## config.mk

```make
export PLATFORM = sky130hd
export DESIGN_NAME = brf_front
export DESIGN_NICKNAME = d
export VERILOG_FILES = /design/src/rtl/core/brf_pkg.sv /design/src/rtl/core/brf_front.sv
export SDC_FILE = /design/constraint.sdc
export NUM_CORES = 1
export LEC_CHECK = 0
export BUFFER_PORTS_ARGS = -buffer_cell sky130_fd_sc_hd__buf_2
export CAP_MARGIN = 30
export CELL_PAD_IN_SITES_DETAIL_PLACEMENT = 0
export CELL_PAD_IN_SITES_GLOBAL_PLACEMENT = 1
export CORE_MARGIN = 1.5
export CORE_UTILIZATION = 12
export DETAILED_ROUTE_END_ITERATION = 8
export PLACE_DENSITY = 0.78
export RECOVER_POWER = 25
export SYNTH_ARGS = -nofsm -noshare
export SYNTH_HDL_FRONTEND = slang
export SYNTH_SLANG_ARGS = --single-unit
```

## constraint.sdc

```tcl
create_clock -name vclk -period 1.4
set_input_delay 0.35 -clock vclk [all_inputs]
set_output_delay 0.35 -clock vclk [all_outputs]
set_load 0.02 [all_outputs]
```

## src/rtl/core/brf_pkg.sv

```systemverilog
package brf_pkg;

    localparam logic [1:0] KIND_QUERY     = 2'd0;
    localparam logic [1:0] KIND_WR_ALLOW  = 2'd1;
    localparam logic [1:0] KIND_WR_DENY   = 2'd2;
    localparam logic [1:0] KIND_RESERVED  = 2'd3;

    localparam logic [7:0] FAMILY_ANY     = 8'd0;
    localparam logic [7:0] FAMILY_INET    = 8'd2;
    localparam logic [7:0] FAMILY_INET6   = 8'd10;

    localparam logic [1:0] BY_FAMILY      = 2'd0;
    localparam logic [1:0] BY_ALLOW_RULE  = 2'd1;
    localparam logic [1:0] BY_DENY_RULE   = 2'd2;
    localparam logic [1:0] BY_NO_MATCH    = 2'd3;

    localparam logic       CFG_ALLOW_COUNT = 1'b0;
    localparam logic       CFG_DENY_COUNT  = 1'b1;

    typedef enum logic [1:0] {
        OP_QUERY,
        OP_WR_ALLOW,
        OP_WR_DENY
    } t_op_code;

    typedef struct packed {
        logic [1:0]  kind;
        logic [6:0]  rule_index;
        logic        hook_v6;
        logic [7:0]  addr_family;
        logic [7:0]  sock_family;
        logic [7:0]  proto;
        logic [15:0] port_value;
        logic [15:0] port_count;
    } t_in_item;

    typedef struct packed {
        logic        verdict;
        logic [1:0]  decided_by;
    } t_out_item;

    // Classified operation handed from the front to the back.
    typedef struct packed {
        t_op_code    op;
        logic        mismatch;
        logic [6:0]  index;
        logic [7:0]  family;
        logic [7:0]  proto;
        logic [15:0] port;
        logic [15:0] span;
    } t_op;

    typedef struct packed {
        logic [7:0]  allow_count;
        logic [7:0]  deny_count;
    } t_cfg;

endpackage

```

## src/rtl/core/brf_front.sv

```systemverilog
module brf_front
    import brf_pkg::*;
(
    input  logic     i_in_valid,
    input  t_in_item i_in_item,
    input  logic     i_q_full,
    output logic     o_in_ready,
    output logic     o_push,
    output t_op      o_op
);

    logic       push_ok;
    logic [7:0] want;

    always_comb begin
        want    = i_in_item.hook_v6 ? FAMILY_INET6 : FAMILY_INET;
        push_ok = 1'b1;
        o_op.op = OP_QUERY;
        case (i_in_item.kind)
            KIND_QUERY:    o_op.op = OP_QUERY;
            KIND_WR_ALLOW: o_op.op = OP_WR_ALLOW;
            KIND_WR_DENY:  o_op.op = OP_WR_DENY;
            default:       push_ok = 1'b0;
        endcase
        o_op.mismatch = (i_in_item.addr_family != want) || (i_in_item.sock_family != want);
        o_op.index    = i_in_item.rule_index;
        o_op.family   = i_in_item.addr_family;
        o_op.proto    = i_in_item.proto;
        // Queries carry the port in network byte order; rules hold host order.
        o_op.port     = (i_in_item.kind == KIND_QUERY)
                      ? {i_in_item.port_value[7:0], i_in_item.port_value[15:8]}
                      : i_in_item.port_value;
        o_op.span     = i_in_item.port_count;
    end

    assign o_in_ready = !i_q_full;
    assign o_push     = i_in_valid && !i_q_full && push_ok;

endmodule

```

==> impl_metrics.tcl, run 1 <==
set metrics [dict create \
    via_count 558 \
    grt_first_pass_wirelength_mm 2.21 \
    synth_warnings 0 \
    crit_top_cell "buf_2" \
    synth_top_family_by_area "buffers and inverters" \
    final_area_um2 935 \
    worst_slack_ns -0.383 \
    antenna_cells 0 \
    hold_path_class "in -> out" \
    syn2layout_area_growth_pct 62.0 \
    cp_num_buf_inv 2 \
    seq_area_frac_synth 0 \
    synth-adder-area-share 0 \
    slew_headroom 0.801 \
    hold_slack_ns 0.700 \
    rsz0062_at_grt "true" \
    fin_nets 170 \
    grt_antenna_before_repair 0 \
    cpPeakStageDelay_ns 0.54 \
    syn-num-nets 137 \
    syn_inst 69 \
    p_leak_nw 0.493 \
    cp-end-kind "output port" \
    routed_wl_mm 1.52 \
    worst_ep_arrival_time_ns 1.43 \
    place_area_um2 753 \
    cp_max_fo 2 \
    critPathKind "in -> out" \
    worstMarginPinSlew_ns 0.296 \
    place_congestion 0.628 \
    p_total_uw 352 \
    final_cell_mix "buf_2, mux2_4, buf_6, buf_4" \
    post-route-util 0.201 \
    die_h_um 72.3 \
    hold_viol_final 0 \
    seq_cells 0 \
    numPortBuffers 66 \
    io_pins 128 \
    worst_ir_drop_vdd_v 0.000124 \
    finalSetupTns_ns -3.12 \
    synth.distinct_cells 14 \
    final_antenna_net_count 0 \
    drv_slew 0 \
    cp-start-kind "primary input" \
    synth_area_per_cell_um2 8.36 \
    post-dp-hpwl_mm 1.17 \
    first_global_vias 546 \
    synthXorXnorAreaFrac 0 \
    drc_errors 0 \
    via_per_inst 3.62 \
    netlist_area_um2 577 \
    powerDensity_mw_per_mm2 376 \
    mostFrequentLayoutCell "buf_2" \
    die_area_mm2 0.00523 \
    wl_per_cell_um 9.88 \
    crit_required_ns 1.05 \
    coreArea_mm2 0.00466 \
    fmax_mhz 561 \
    drt_iter0_drc 3 \
    status "complete, but fails checks" \
    drive_gt1_frac 0.910 \
    cp_slowest_cell "or4b_4" \
    grt.total_usage 0.0507 \
    die_width_um 72.3 \
    grt_max_degree 9 \
    seq_area_um2 0 \
    synth.mux.area_fraction 0.312 \
    start_util 0.124 \
    yosys.area_share.simple 0.145 \
    grt-ovfl-total 0 \
    fill_cells 509 \
    nClkBuffers 0 \
    drv_cap 0 \
    crit_family "simple AND/OR/NAND/NOR gates" \
    fin_crit_sh 1.27 \
    violations "setup timing" \
    setup_violations 17 \
    finalCriticalPeriod_ns 1.78 \
    num_rows 25 \
    drt_pass1_iterations 2 \
    synth_compound_area_frac 0.0152 \
    crit_chain "buf_2 -> or4b_4 -> nor3_4 -> o2111ai_2 -> buf_2" \
]
==> metal layers <==
metal,global-route usage,vias up,part of all wire
met3,0.00972,16,0.13
met1,0.0506,232,0.33
li1,-,261,-
met5,0,-,0
met2,0.0977,49,0.48
met4,0.0273,0,0.055
==> cell families (layout without fill, tap and decap cells) <==
kind of cell / after synthesis / after routing
and+or+nand+nor: 11 / 11
AOI/OAI and AO/OA: 1 / 1
buffers and inverters: 41 / 72
muxes: 16 / 16
==> worst paths after layout <==
| path | start | slack [ns] | to | depth (start not counted) |
|---|---|---|---|---|
| max | i_in_item[50] | -0.38 | o_op[55] | 5 |
| min | i_in_item[14] | 0.70 | o_op[14] | 0 |
==> area by class of cell <==
type,instances,area (µm²),share of cell area
multi-input cells,28,345,0.369
repair buffers,71,518,0.554
inverters,1,3.75,0.00402
well taps,54,67.6,0.0723
==> stage by stage <==
| step | cells | setup WS, ns |
|---|---|---|
| floorplan | 69 | -0.161 |
| global route | 154 | -0.435 |
| detailed placement | 152 | -0.395 |
| global placement | 152 | -0.396 |
| CTS | 154 | -0.402 |
| finish | 154 | -0.383 |
==> timing repair <==
item | CTS | global route
buffers inserted | 1 | 0
setup endpoints to repair | 17 | 17
hold buffers | 0 | 0
pin swaps | 1 | 1
gates resized for setup | 44 | 3
cloned | 1 | 0
==> report_power, final <==
group / leakage [nW] / total, mW / switching [mW] / internal (mW)
logic: 0.493 / 0.352 / 0.154 / 0.198
clock network: 0 / 0 / 0 / 0
registers: 0 / 0 / 0 / 0
total: 0.493 / 0.352 / 0.154 / 0.198
==> cell usage after synthesis <==
library cell | n | share of area
and3_1 | 2 | 0.022
buf_4 | 40 | 0.52
inv_1 | 1 | 0.0065
mux2_1 | 1 | 0.020
mux2_2 | 15 | 0.29
nand2_1 | 1 | 0.0065
nor2_4 | 1 | 0.020
nor2b_1 | 2 | 0.022
nor3_1 | 1 | 0.0087
nor3_2 | 1 | 0.017
nor4_1 | 1 | 0.011
nor4b_1 | 1 | 0.015
o2111ai_1 | 1 | 0.015
or4b_4 | 1 | 0.024
No activity file was read; power rests on OpenSTA's default activity.
==> run 2: changes to the inputs <==
CELL_PAD_IN_SITES_GLOBAL_PLACEMENT = 2   (was 1)
CORE_UTILIZATION = 10   (was 12)
PLACE_DENSITY = 0.93   (was 0.78)
RECOVER_POWER = unset   (was 25)
==> run 2 against run 1 <==
The flow still finishes with violations (setup timing). Flip-flop and latch count stayed put. Fmax is 0.85% higher. Critical path depth stayed put. Design area is 0.67% higher. Non-clock buffer count stayed put. Sequential share of layout area stayed put. Critical path type unchanged. Critical endpoint unchanged. Largest cell class unchanged. Highest routed layer unchanged.
==> impl_metrics.tcl, run 2 (synthesized netlist as in run 1, its figures left out) <==
set metrics [dict create \
    status "complete, but fails checks" \
    violations "setup timing" \
    cp_num_buf_inv 2 \
    worst_slack_ns -0.368 \
    via_count 583 \
    worst_ep_arrival_time_ns 1.42 \
    drv_cap 0 \
    seq_area_um2 0 \
    grt_max_degree 9 \
    setup_violations 17 \
    final_cell_mix "buf_2, mux2_4, buf_6, buf_8, buf_4" \
    crit_required_ns 1.05 \
    grt.total_usage 0.0393 \
    hold_slack_ns 0.700 \
    final_antenna_net_count 0 \
    drive_gt1_frac 0.910 \
    p_leak_nw 0.486 \
    post-dp-hpwl_mm 1.17 \
    worst_ir_drop_vdd_v 0.000117 \
    coreArea_mm2 0.00554 \
    fin_nets 170 \
    grt_antenna_before_repair 0 \
    drv_slew 0 \
    num_rows 27 \
    hold_path_class "in -> out" \
    place_congestion 0.646 \
    die_area_mm2 0.00623 \
    die_h_um 78.9 \
    seq_cells 0 \
    mostFrequentLayoutCell "buf_2" \
    numPortBuffers 66 \
    cp-start-kind "primary input" \
    hold_viol_final 0 \
    drt_pass1_iterations 4 \
    cp-end-kind "output port" \
    p_total_uw 347 \
    grt-ovfl-total 0 \
    io_pins 128 \
    worstMarginPinSlew_ns 0.324 \
    cpPeakStageDelay_ns 0.52 \
    die_width_um 78.9 \
    drt_iter0_drc 6 \
    slew_headroom 0.782 \
    cp_max_fo 2 \
    nClkBuffers 0 \
    start_util 0.104 \
    fin_crit_sh 1.26 \
    finalCriticalPeriod_ns 1.77 \
    fmax_mhz 566 \
    grt_first_pass_wirelength_mm 2.04 \
    routed_wl_mm 1.43 \
    antenna_cells 0 \
    crit_top_cell "buf_2" \
    rsz0062_at_grt "true" \
    critPathKind "in -> out" \
    crit_family "simple AND/OR/NAND/NOR gates" \
    powerDensity_mw_per_mm2 368 \
    first_global_vias 502 \
    crit_chain "buf_2 -> or4b_4 -> nor3_2 -> o2111ai_2 -> buf_2" \
    wl_per_cell_um 8.29 \
    via_per_inst 3.39 \
    fill_cells 626 \
    drc_errors 0 \
    syn2layout_area_growth_pct 63.1 \
    cp_slowest_cell "or4b_4" \
]
==> run 2: cell types whose count changed in the layout (fill, tap and decap cells not counted), sizes merged <==
| cell | delta |
|---|---|
| buf | +1 |
| clkbuf | -1 |
==> run 2: path summary, 6_finish.rpt <==
path / start / end / slack (ns) / depth (start not counted)
worst max-delay path: i_in_item[50] / o_op[55] / -0.37 / 5
worst min-delay path: i_in_item[32] / o_op[32] / 0.70 / 0
==> run 2: metrics by stage <==
stage	TNS [ns]	setup WS, ns	cell area (µm²)	cells	util
3_5_place_dp	-3.35	-0.380	776	170	0.140
6_report	-2.57	-0.368	941	172	0.170
4_1_cts	-4.16	-0.381	917	173	0.166
2_1_floorplan	-0.161	-0.161	628	69	-
3_3_place_gp	-3.34	-0.371	776	170	0.140
5_1_grt	-3.01	-0.396	941	172	0.170
==> run 2: power breakdown <==
group          internal (mW)  switching (mW)
registers                  0               0
clock network              0               0
logic                  0.195           0.151
==> run 2: area by class of cell <==
type	instances	area (µm²)	area share
inverter	1	3.75	0.00399
multi-input combinational	28	339	0.360
tap	72	90.1	0.0957
timing repair buffer	71	508	0.540
==> run 2: timing repair <==
| action | in CTS | in global routing |
|---|---|---|
| cloned | 1 | 0 |
| gates resized for setup | 30 | 16 |
| pin swaps | 1 | 1 |
| hold buffers | 0 | 0 |
| setup buffers | 2 | 1 |
| endpoints found under the setup margin | 17 | 17 |
==> run 2: layer usage <==
layer / up-vias / wire length (µm) / part of all wire / global-route usage
met5: - / 0 / 0 / 0
met4: 0 / 78 / 0.055 / 0.0281
met3: 14 / 234 / 0.16 / 0.00230
met2: 57 / 699 / 0.49 / 0.0897
met1: 254 / 414 / 0.29 / 0.0288
li1: 258 / - / - / -
