**config.mk**
```make
export PLATFORM = sky130hd
export DESIGN_NAME = brf_queue
export DESIGN_NICKNAME = d
export VERILOG_FILES = /design/src/rtl/core/brf_pkg.sv /design/src/rtl/core/brf_queue.sv
export SDC_FILE = /design/constraint.sdc
export NUM_CORES = 1
export LEC_CHECK = 0
export BUFFER_PORTS_ARGS = -buffer_cell sky130_fd_sc_hd__buf_4
export CAP_MARGIN = 20
export CORE_MARGIN = 4
export CORE_UTILIZATION = 35
export DETAILED_ROUTE_END_ITERATION = 10
export SKIP_CTS_REPAIR_TIMING = 1
export SLEW_MARGIN = 20
export SYNTH_ARGS = -nofsm -noshare
export SYNTH_HDL_FRONTEND = slang
export SYNTH_SLANG_ARGS = --single-unit
```
**constraint.sdc**
```tcl
create_clock -name i_clk -period 4.55 [get_ports i_clk]
set_input_delay 0.2275 -clock i_clk [delete_from_list [all_inputs] [get_ports i_clk]]
set_output_delay 0.2275 -clock i_clk [all_outputs]
set_load 0.05 [all_outputs]
```
**src/rtl/core/brf_pkg.sv**
```systemverilog
package brf_pkg;

    localparam logic [1:0] KIND_QUERY     = 2'd0;
    localparam logic [1:0] KIND_WR_ALLOW  = 2'd1;
    localparam logic [1:0] KIND_WR_DENY   = 2'd2;
    localparam logic [1:0] KIND_RESERVED  = 2'd3;

    localparam logic [7:0] FAMILY_ANY     = 8'd0;
    localparam logic [7:0] FAMILY_INET    = 8'd2;
    localparam logic [7:0] FAMILY_INET6   = 8'd10;

    localparam logic [1:0] BY_FAMILY      = 2'd0;
    localparam logic [1:0] BY_ALLOW_RULE  = 2'd1;
    localparam logic [1:0] BY_DENY_RULE   = 2'd2;
    localparam logic [1:0] BY_NO_MATCH    = 2'd3;

    localparam logic       CFG_ALLOW_COUNT = 1'b0;
    localparam logic       CFG_DENY_COUNT  = 1'b1;

    typedef enum logic [1:0] {
        OP_QUERY,
        OP_WR_ALLOW,
        OP_WR_DENY
    } t_op_code;

    typedef struct packed {
        logic [1:0]  kind;
        logic [6:0]  rule_index;
        logic        hook_v6;
        logic [7:0]  addr_family;
        logic [7:0]  sock_family;
        logic [7:0]  proto;
        logic [15:0] port_value;
        logic [15:0] port_count;
    } t_in_item;

    typedef struct packed {
        logic        verdict;
        logic [1:0]  decided_by;
    } t_out_item;

    // Classified operation handed from the front to the back.
    typedef struct packed {
        t_op_code    op;
        logic        mismatch;
        logic [6:0]  index;
        logic [7:0]  family;
        logic [7:0]  proto;
        logic [15:0] port;
        logic [15:0] span;
    } t_op;

    typedef struct packed {
        logic [7:0]  allow_count;
        logic [7:0]  deny_count;
    } t_cfg;

endpackage

```
**src/rtl/core/brf_queue.sv**
```systemverilog
module brf_queue
    import brf_pkg::*;
(
    input  logic i_clk,
    input  logic i_rst_n,
    input  logic i_push,
    input  t_op  i_op,
    output logic o_full,
    output logic o_valid,
    output t_op  o_op,
    input  logic i_pop
);

    t_op        r_mem [2];
    logic       r_wr_ptr;
    logic       r_rd_ptr;
    logic [1:0] r_count;

    logic do_pop;

    assign do_pop  = i_pop && (r_count != 2'd0);
    assign o_full  = (r_count == 2'd2);
    assign o_valid = (r_count != 2'd0);
    assign o_op    = r_mem[r_rd_ptr];

    always_ff @(posedge i_clk) begin
        if (!i_rst_n) begin
            r_wr_ptr <= 1'b0;
            r_rd_ptr <= 1'b0;
            r_count  <= 2'd0;
        end else begin
            if (i_push) begin
                r_mem[r_wr_ptr] <= i_op;
                r_wr_ptr        <= !r_wr_ptr;
            end
            if (do_pop) begin
                r_rd_ptr <= !r_rd_ptr;
            end
            case ({i_push, do_pop})
                2'b10:   r_count <= r_count + 2'd1;
                2'b01:   r_count <= r_count - 2'd1;
                default: r_count <= r_count;
            endcase
        end
    end

endmodule

```
==> flow_metrics.env, run 1 <==
export IMPL_outcome="complete, no violations"
export IMPL_number_of_nets_in_the_layout=461
export IMPL_post_drt_via_cell_ratio=4.33
export IMPL_firstDrtPassIters=4
export IMPL_fp_dieW_um=120
export IMPL_final_hold_violation_count=0
export IMPL_hold_class="in -> reg"
export IMPL_row_count=40
export IMPL_post_route_period_util_pct=56.5
export IMPL_critPathLaunchType="flop"
export IMPL_wire_per_inst_um=15.1
export IMPL_grt_pass1_wl_mm=13.0
export IMPL_maxClockFrequency_ghz=0.389
export IMPL_syn_to_final_growth_pct=49.8
export IMPL_synth_net_count=267
export IMPL_io_pins=122
export IMPL_worst_path_max_fanout=32
export IMPL_worstSetupEndpointType="primary output"
export IMPL_totalPowerFinal_w=0.00354
export IMPL_path_clk_slew_ns=0.05
export IMPL_fp_dieH_um=120
export IMPL_final_max_slew_viol_count=0
export IMPL_finalWeightedCongestion=0.664
export IMPL_ys_ff_latch=121
export IMPL_tightestPinTransition_ns=0.958
export IMPL_critPathMostFrequentCell="sky130_fd_sc_hd__buf_4"
export IMPL_tritoncts_num_buffers=17
export IMPL_combinational_family_with_the_most_area_after_synthesis="multiplexers"
export IMPL_power_static_leakage_nw=2.46
export IMPL_cts_num_sinks=121
export IMPL_gr_usage_all_layers_pct=12.2
export IMPL_timing_critical_path_slowest_stage_cell="sky130_fd_sc_hd__dfxtp_2"
export IMPL_core_mm2=0.0122
export IMPL_cts_root_buffer_cell="sky130_fd_sc_hd__clkbuf_16"
export IMPL_setup_viol_count_final=0
export IMPL_cap_violations=0
export IMPL_fin_area_mm2=0.00659
export IMPL_timing_setup_critical_path_class="reg -> out"
export IMPL_grt_overflow_total=0
export IMPL_antenna_found_initial=0
export IMPL_worst_slew_margin_rel_pct=36.0
export IMPL_initial_core_util_pct=36.2
export IMPL_timing_clock_skew_ns=0.00369
export IMPL_max_vdd_ir_drop_mv=0.305
export IMPL_post_synthesis_mux_area_share_pct=14.8
export IMPL_finalCriticalPeriod_ns=2.57
export IMPL_rsz0062_at_grt="false"
export IMPL_synthAdderAreaFrac_pct=0.284
export IMPL_yosys_cell_types_count=20
export IMPL_grt_start_max_net_pins=36
export IMPL_remaining_drc_errors=0
export IMPL_finalWirelength_mm=8.74
export IMPL_cells_along_the_critical_path="buf_4 > mux2_2 > buf_4"
export IMPL_timing_critical_path_slowest_cell_delay_ns=0.85
export IMPL_first_iter_violations=90
export IMPL_synthesis_instances=204
export IMPL_drtAntennaViolNets=0
export IMPL_clock_tree_htree_level_count=4
export IMPL_xor_xnor_share_of_the_synthesized_area_pct=0.796
export IMPL_first_global_vias=2567
export IMPL_setup_tns_after_final_layout_ns=0
export IMPL_port_buffers=121
export IMPL_cts_tree="done"
export IMPL_cp_data_arrival_time_ns=2.34
export IMPL_dpl_instance_area_mm2=0.00552
export IMPL_hold_worst_slack_ns=0.0286
export IMPL_synth_warnings=0
export IMPL_power_density_mw_per_mm2=537
export IMPL_post_synth_cell_area_avg_um2=21.6
export IMPL_num_antenna_cells=0
export IMPL_insertion_delay_ns=0.40
export IMPL_compound_cell_area_share_of_the_yosys_netlist_pct=0.455
export IMPL_synthesis_area_mm2=0.00440
export IMPL_routed_via_count=2500
export IMPL_critical_path_required_ns=4.32
export IMPL_register_area_share_after_synthesis_pct=81.4
export IMPL_dpl_hpwl_mm=5.46
export IMPL_floorplan_die_area_mm2=0.0144
export IMPL_synth_simple_area_share_pct=1.36
export IMPL_cts_buffer_depth=2
export IMPL_drive_above_1_share_pct=50.9
## logic make-up (layout without fill, tap and decap cells)
kind of cell,count (synthesis),in the layout
compound gates,3,3
xor+xnor,4,4
fa+ha+maj,1,1
buf+inv,7,212
flops,121,121
mux,58,58
simple gates,10,10
## power by group
part	switching (W)	internal (W)
Sequential	0.0000638	0.00129
Combinational	0.000646	0.000402
Clock	0.000405	0.000737
Total	0.00111	0.00242
## through the flow
stage / util (%) / setup WS [ns] / instances
floorplan: - / 1.32 / 204
global placement: 45.4 / 2.33 / 490
detailed placement: 45.4 / 2.33 / 490
CTS: 49.5 / 1.89 / 520
global route: 54.2 / 1.80 / 577
finish: 54.2 / 1.98 / 577
## critical path, delay by kind of cell, from the launching register on
family                 cells  cell delay [ns]
muxes                      1             0.41
DFF                        1             0.85
buffers and inverters      2             0.68
## synthesized netlist by cell type (all sizes together)
cell type    n  area (um^2)
or3          1         6.26
mux2        58          653
or2          1         6.26
ha           1         12.5
and2         2         12.5
nor2         1         3.75
edfxtp     116         3480
and3         1         6.26
o21ai        1         5.00
buf          6         35.0
inv          1         3.75
o21a         1         7.51
nand2        1         3.75
a21boi       1         7.51
dfxtp        5          100
and2b        1         8.76
nor2b        2         12.5
xor2         1         8.76
xnor2        3         26.3
## final timing paths
| kind | start | end | slack [ns] | cells after the start |
|---|---|---|---|---|
| max | flop | o_op[51] | 1.98 | 3 |
| min | i_op[22] | r_mem[0][22] | 0.03 | 1 |
| max reg2reg | r_wr_ptr | r_mem[0][44] | 2.60 | 2 |
| min reg2reg | r_count[1] | r_count[1] | 0.53 | 2 |
## routing by layer
metal | share of wire [%] | vias up | GRT usage [%]
li1 | - | 1193 | -
met1 | 41 | 1209 | 13.2
met2 | 51 | 91 | 20.0
met3 | 7.8 | 7 | 6.69
met4 | 0.34 | 0 | 4.72
met5 | 0 | - | 0
## final cells by class
| class | instances | area, um^2 |
|---|---|---|
| Timing Repair Buffer | 181 | 1500 |
| Clock buffer | 25 | 455 |
| Sequential cell | 121 | 3580 |
| Multi-Input combinational cell | 76 | 790 |
| Clock inverter | 5 | 48.8 |
| Inverter | 1 | 3.75 |
| Fill cell | 989 | 5570 |
| Tap cell | 168 | 210 |
## layout by cell type, fill, tap and decap left out, drive strengths merged
cell           n
a21boi         1
and2           2
and2b          1
and3           1
buf          124
bufinv         1
clkbuf        25
clkinv         4
dfxtp          5
dlygate4sd3   57
edfxtp       116
ha             1
inv            1
mux2          58
nand2          1
nor2           1
nor2b          2
o21a           1
o21ai          1
or2            1
or3            1
xnor2          3
xor2           1
## state kept, by name, indices dropped and copies added (netlist names), named ones only
| signal | flops |
|---|---|
| r_rd_ptr | 1 |
| r_wr_ptr | 1 |
| r_count | 2 |
| r_mem | 116 |
Power figures use the tool's default switching activity.
==> run 2, diff against run 1 <==
Clock period 4.55 ns to 2.59 ns, I/O delays scaled along.
==> run 2 against run 1 <==
Worst hold slack better by 0.042 ns. Power up 80%. First-iteration DRC count up 23%. Count of clock-buffer cells in the layout down 7. Cell count up 1.2%. Non-clock buffer count up 5. Largest power group unchanged.
==> flow_metrics.env, run 2 (synthesized netlist as in run 1, its figures left out) <==
export IMPL_pwr_share_clk_pct=33.7
export IMPL_totalPowerFinal_w=0.00636
export IMPL_dpl_hpwl_mm=5.44
export IMPL_drive_above_1_share_pct=51.7
export IMPL_setup_viol_count_final=0
export IMPL_port_buffers=121
export IMPL_tightestPinTransition_ns=0.422
export IMPL_worst_slew_margin_rel_pct=71.9
export IMPL_number_of_nets_in_the_layout=466
export IMPL_pwr_share_seq_pct=36.1
export IMPL_firstDrtPassIters=5
export IMPL_hold_class="in -> reg"
export IMPL_finalWeightedCongestion=0.743
export IMPL_place_ws_ns=1.11
export IMPL_first_iter_violations=111
export IMPL_finalCriticalPeriod_ns=1.82
export IMPL_internal_power_w=0.00435
export IMPL_critical_path_required_ns=2.46
export IMPL_cts_buffer_depth=2
export IMPL_antenna_found_initial=0
export IMPL_finalWirelength_mm=8.70
export IMPL_cts_num_sinks=121
export IMPL_netSwitchingFraction_pct=31.5
export IMPL_floorplan_die_area_mm2=0.0144
export IMPL_insertion_delay_ns=0.41
export IMPL_power_dissipated_by_switching_net_loads_w=0.00200
export IMPL_final_hold_violation_count=0
export IMPL_wire_per_inst_um=14.9
export IMPL_fp_dieW_um=120
export IMPL_worst_path_max_fanout=29
export IMPL_routed_via_count=2490
export IMPL_registers_top_by_ff_count="r_mem"
export IMPL_remaining_drc_errors=0
export IMPL_post_route_period_util_pct=70.5
export IMPL_largest_reg_flops=116
export IMPL_drtAntennaViolNets=0
export IMPL_worstSetupEndpointType="primary output"
export IMPL_timing_hold_worst_start="i_push"
export IMPL_syn_to_final_growth_pct=51.9
export IMPL_first_global_vias=2470
export IMPL_core_mm2=0.0122
export IMPL_comb_power_share_pct=30.2
export IMPL_grt_start_max_net_pins=31
export IMPL_initial_core_util_pct=36.2
export IMPL_io_pins=122
export IMPL_max_vdd_ir_drop_mv=0.608
export IMPL_rsz0062_at_grt="false"
export IMPL_final_cell_count_no_fill=584
export IMPL_cap_violations=0
export IMPL_row_count=40
export IMPL_gr_usage_all_layers_pct=11.8
export IMPL_power_static_leakage_nw=2.51
export IMPL_maxClockFrequency_ghz=0.548
export IMPL_timing_setup_critical_path_class="reg -> out"
export IMPL_outcome="complete, no violations"
export IMPL_mostFrequentLayoutCells="126 x sky130_fd_sc_hd__buf_4, 116 x sky130_fd_sc_hd__edfxtp_1, 59 x sky130_fd_sc_hd__dlygate4sd3_1"
export IMPL_setup_tns_after_final_layout_ns=0
export IMPL_final_common_cell="sky130_fd_sc_hd__buf_4"
export IMPL_post_drt_via_cell_ratio=4.26
export IMPL_num_antenna_cells=0
export IMPL_cp_data_arrival_time_ns=1.70
export IMPL_path_clk_slew_ns=0.05
export IMPL_cts_tree="done"
export IMPL_regToRegStartpoint="r_count[0]"
export IMPL_critPathLaunchType="flop"
export IMPL_fin_area_mm2=0.00669
export IMPL_clock_tree_htree_level_count=4
export IMPL_grt_overflow_total=0
export IMPL_power_density_mw_per_mm2=951
export IMPL_grt_pass1_wl_mm=12.5
export IMPL_post_place_cells=493
export IMPL_timing_clock_skew_ns=0.00712
export IMPL_cts_root_buffer_cell="sky130_fd_sc_hd__clkbuf_16"
export IMPL_tritoncts_num_buffers=17
export IMPL_final_max_slew_viol_count=0
export IMPL_post_route_worst_setup_slack_ns=0.765
export IMPL_fp_dieH_um=120
export IMPL_dpl_instance_area_mm2=0.00555
export IMPL_reg_largest_list="r_mem: 116 flops, r_count: 2 flops"
-- run 2: cell count changes in the layout (fill, tap and decap cells not counted) --
cell	change
sky130_fd_sc_hd__dlygate4sd3_1	+2
sky130_fd_sc_hd__clkbuf_1	-7
sky130_fd_sc_hd__clkinv_1	+5
sky130_fd_sc_hd__clkinv_2	+3
sky130_fd_sc_hd__bufinv_16	+1
sky130_fd_sc_hd__buf_4	+2
sky130_fd_sc_hd__buf_12	+1
-- run 2: final cells by class --
class | count | area (um^2)
clock buffers | 18 | 429
fillers | 997 | 5480
repair buffers | 186 | 1560
well taps | 168 | 210
clock inverters | 14 | 113
flip-flops and latches | 121 | 3580
inverters | 1 | 3.75
multi-input cells | 76 | 790
-- run 2: worst paths after layout --
| check | slack, ns | end | depth (start not counted) |
|---|---|---|---|
| min reg2reg | 0.53 | r_rd_ptr | 2 |
| max | 0.77 | o_op[51] | 3 |
| min | 0.07 | r_wr_ptr | 3 |
| max reg2reg | 1.12 | r_count[1] | 4 |
-- run 2: power by group through the flow --
stage,combinational [W],clock (W),sequential (W)
3_5_place_dp,0.00187,0,0.00233
6_report,0.00192,0.00214,0.00229
4_1_cts,0.00188,0.00219,0.00229
2_1_floorplan,0.00135,0,0.00232
5_1_grt,0.00201,0.00229,0.00230
3_3_place_gp,0.00187,0,0.00232
-- run 2: per-layer routing --
metal	up-vias	GRT usage, %	routed length (um)
met5	-	0	0
met3	10	5.94	589
met4	0	5.80	101
met1	1200	12.6	3360
li1	1198	-	-
met2	82	19.5	4650
-- run 2: critical path, cell delays in order, from the launching register on --
cell and delay (ns):
sky130_fd_sc_hd__dfxtp_2 0.32, sky130_fd_sc_hd__buf_4 0.35, sky130_fd_sc_hd__mux2_2 0.41, sky130_fd_sc_hd__buf_4 0.20
-- run 2: metrics by stage --
step	hold WS (ns)	util, %
5_1_grt	0.0542	55.0
4_1_cts	-0.119	50.1
6_report	0.0705	55.0
3_5_place_dp	0.317	45.7
2_1_floorplan	0.228	-
3_3_place_gp	0.316	45.7
==> run 3, diff against run 2 <==
Settings changed: ABC_AREA from default to 1.
Clock period 2.59 ns to 1.5 ns, I/O delays scaled along.
==> run 3 against run 2 <==
The run now ends with setup timing left. Clock skew is 0.0032 ns lower. Core utilization up 4.6 points. Largest cell class unchanged. Register-to-register slack worse by 0.93 ns. Largest power group unchanged. Critical path depth increased by 1. Combinational power grew 16%. Via count grew 7.4%. Final area up 13%. Count of clock-buffer cells in the layout increased by 2. Worst hold slack lost 0.061 ns.
==> flow_metrics.env, run 3 <==
export IMPL_finalWirelength_mm=9.60
export IMPL_mostFrequentLayoutCells="116 x sky130_fd_sc_hd__edfxtp_1, 68 x sky130_fd_sc_hd__buf_4, 60 x sky130_fd_sc_hd__dlygate4sd3_1"
export IMPL_synthesis_instances=217
export IMPL_dpl_instance_area_mm2=0.00573
export IMPL_synth_top_cells_by_count="116 x sky130_fd_sc_hd__edfxtp_1, 38 x sky130_fd_sc_hd__mux2_2, 20 x sky130_fd_sc_hd__mux2_4"
export IMPL_finalWeightedCongestion=0.688
export IMPL_io_pins=122
export IMPL_register_area_share_after_synthesis_pct=79.6
export IMPL_gr_usage_all_layers_pct=11.7
export IMPL_fp_dieW_um=121
export IMPL_worst_path_max_fanout=5
export IMPL_first_global_vias=2572
export IMPL_post_route_period_util_pct=108
export IMPL_firstDrtPassIters=4
export IMPL_num_antenna_cells=0
export IMPL_grt_start_max_net_pins=37
export IMPL_first_iter_violations=118
export IMPL_yosys_area_top_type_share_pct=77.4
export IMPL_routed_via_count=2675
export IMPL_timing_clock_skew_ns=0.00390
export IMPL_remaining_drc_errors=0
export IMPL_core_mm2=0.0126
export IMPL_power_static_leakage_nw=2.95
export IMPL_critPathLaunchType="flop"
export IMPL_final_hold_violation_count=0
export IMPL_max_vdd_ir_drop_mv=0.894
export IMPL_ys_ff_latch=121
export IMPL_insertion_delay_ns=0.40
export IMPL_worstSetupEndpointType="primary output"
export IMPL_hold_class="in -> reg"
export IMPL_largest_reg_flops=116
export IMPL_cts_root_buffer_cell="sky130_fd_sc_hd__clkbuf_16"
export IMPL_setup_slack_reg_to_reg_ns=0.19
export IMPL_cts_num_sinks=121
export IMPL_synth_warnings=0
export IMPL_maxClockFrequency_ghz=0.620
export IMPL_registers_top_by_ff_count="r_mem"
export IMPL_grt_overflow_total=0
export IMPL_path_clk_slew_ns=0.05
export IMPL_fin_area_mm2=0.00752
export IMPL_cp_data_arrival_time_ns=1.54
export IMPL_finalCriticalPeriod_ns=1.61
export IMPL_hold_worst_slack_ns=0.00955
export IMPL_share_of_synthesized_registers_carrying_an_async_set_or_reset_pct=0
export IMPL_grt_pass1_wl_mm=12.6
export IMPL_final_max_slew_viol_count=0
export IMPL_dpl_hpwl_mm=5.66
export IMPL_clock_tree_htree_level_count=4
export IMPL_number_of_flops_mapped_to_enable_cells_by_yosys=116
export IMPL_setup_tns_after_final_layout_ns=-5.09
export IMPL_yosys_cell_types_count=16
export IMPL_post_route_worst_setup_slack_ns=-0.113
export IMPL_final_common_cell="sky130_fd_sc_hd__edfxtp_1"
export IMPL_critical_path_required_ns=1.42
export IMPL_timing_setup_critical_path_class="reg -> out"
export IMPL_row_count=41
export IMPL_antenna_found_initial=0
export IMPL_reg_largest_list="r_mem: 116 flops, r_count: 2 flops"
export IMPL_rsz0062_at_grt="true"
export IMPL_tritoncts_num_buffers=17
export IMPL_post_synth_cell_area_avg_um2=20.7
export IMPL_tightestPinTransition_ns=0.262
export IMPL_synth_largest_area_cell="sky130_fd_sc_hd__edfxtp_1"
export IMPL_syn_to_final_growth_pct=67.1
export IMPL_worst_slew_margin_rel_pct=82.5
export IMPL_fp_dieH_um=121
export IMPL_cap_violations=0
export IMPL_cts_buffer_depth=2
export IMPL_fill_cells=967
export IMPL_port_buffers=121
export IMPL_synthesis_area_mm2=0.00450
export IMPL_top_area_cells_in_the_synthesized_netlist="sky130_fd_sc_hd__edfxtp_1 77%, sky130_fd_sc_hd__mux2_2 9.5%, sky130_fd_sc_hd__mux2_4 6.7%"
export IMPL_wire_per_inst_um=15.6
export IMPL_power_density_mw_per_mm2=1300
export IMPL_synthMostInstantiatedCell="sky130_fd_sc_hd__edfxtp_1"
export IMPL_cts_tree="done"
export IMPL_number_of_nets_in_the_layout=494
export IMPL_violations="setup timing"
export IMPL_drtAntennaViolNets=0
export IMPL_post_drt_via_cell_ratio=4.34
export IMPL_setup_viol_count_final=58
export IMPL_synth_net_count=280
export IMPL_initial_core_util_pct=35.7
export IMPL_ys_dominant_reg_cell="sky130_fd_sc_hd__edfxtp_1"
export IMPL_drive_above_1_share_pct=51.1
export IMPL_floorplan_die_area_mm2=0.0147
export IMPL_outcome="finished with violations"
==> run 3: power by group <==
group / switching [W] / leakage [nW] / total, W / internal (W)
logic: 0.00115 / 1.59 / 0.00223 / 0.00108
registers: 0.0000442 / 1.11 / 0.00389 / 0.00385
clock network: 0.00129 / 0.259 / 0.00369 / 0.00239
total: 0.00249 / 2.95 / 0.00982 / 0.00732
==> run 3: logic make-up after synthesis <==
family / Yosys count / synth area share, %
AO/OA/AOI/OAI: 4 / 0.500
adder cells (fa/ha/maj): 1 / 0.278
buffers and inverters: 13 / 1.67
flip-flops: 121 / 79.6
multiplexers: 58 / 16.2
AND/OR/NAND/NOR: 20 / 1.78
==> run 3: final timing paths <==
kind | from | endpoint | depth (start not counted)
worst min-delay path | i_push | r_wr_ptr | 4
worst max register to register | r_count[1] | r_count[1] | 7
worst max-delay path | flop | o_op[3] | 4
worst min register to register | r_wr_ptr | r_wr_ptr | 2
==> run 3: routing by layer <==
metal / routed length, um / GRT usage (%) / vias up / share of wire [%]
li1: - / - / 1273 / -
met1: 4020 / 13.5 / 1313 / 42
met2: 4930 / 18.4 / 80 / 51
met3: 546 / 5.41 / 9 / 5.7
met4: 112 / 5.46 / 0 / 1.2
met5: 0 / 0 / - / 0
==> run 3: final cells by class <==
cell class | instances | area [um^2] | area share, %
repair buffers | 201 | 2170 | 28.9
inverters | 7 | 26.3 | 0.349
multi-input cells | 83 | 978 | 13.0
well taps | 172 | 215 | 2.86
clock inverters | 12 | 108 | 1.43
flip-flops and latches | 121 | 3590 | 47.7
clock buffers | 20 | 437 | 5.80
==> run 3: stage by stage <==
stage                     utilization, %  instances  worst slack, ns  total power [W]
after floorplan                        -        217           -0.701          0.00507
after global placement              45.4        511            0.209          0.00558
after detailed placement            45.4        511            0.198          0.00560
after CTS                           49.7        543           -0.251          0.00932
after global routing                59.6        616           -0.173           0.0102
final                               59.6        616           -0.113          0.00982
==> run 3: critical path: stages, from the launching register on <==
cell and delay, ns:
sky130_fd_sc_hd__dfxtp_4 0.36, sky130_fd_sc_hd__buf_8 0.13, sky130_fd_sc_hd__buf_6 0.14, sky130_fd_sc_hd__mux2_2 0.35
sky130_fd_sc_hd__buf_6 0.16
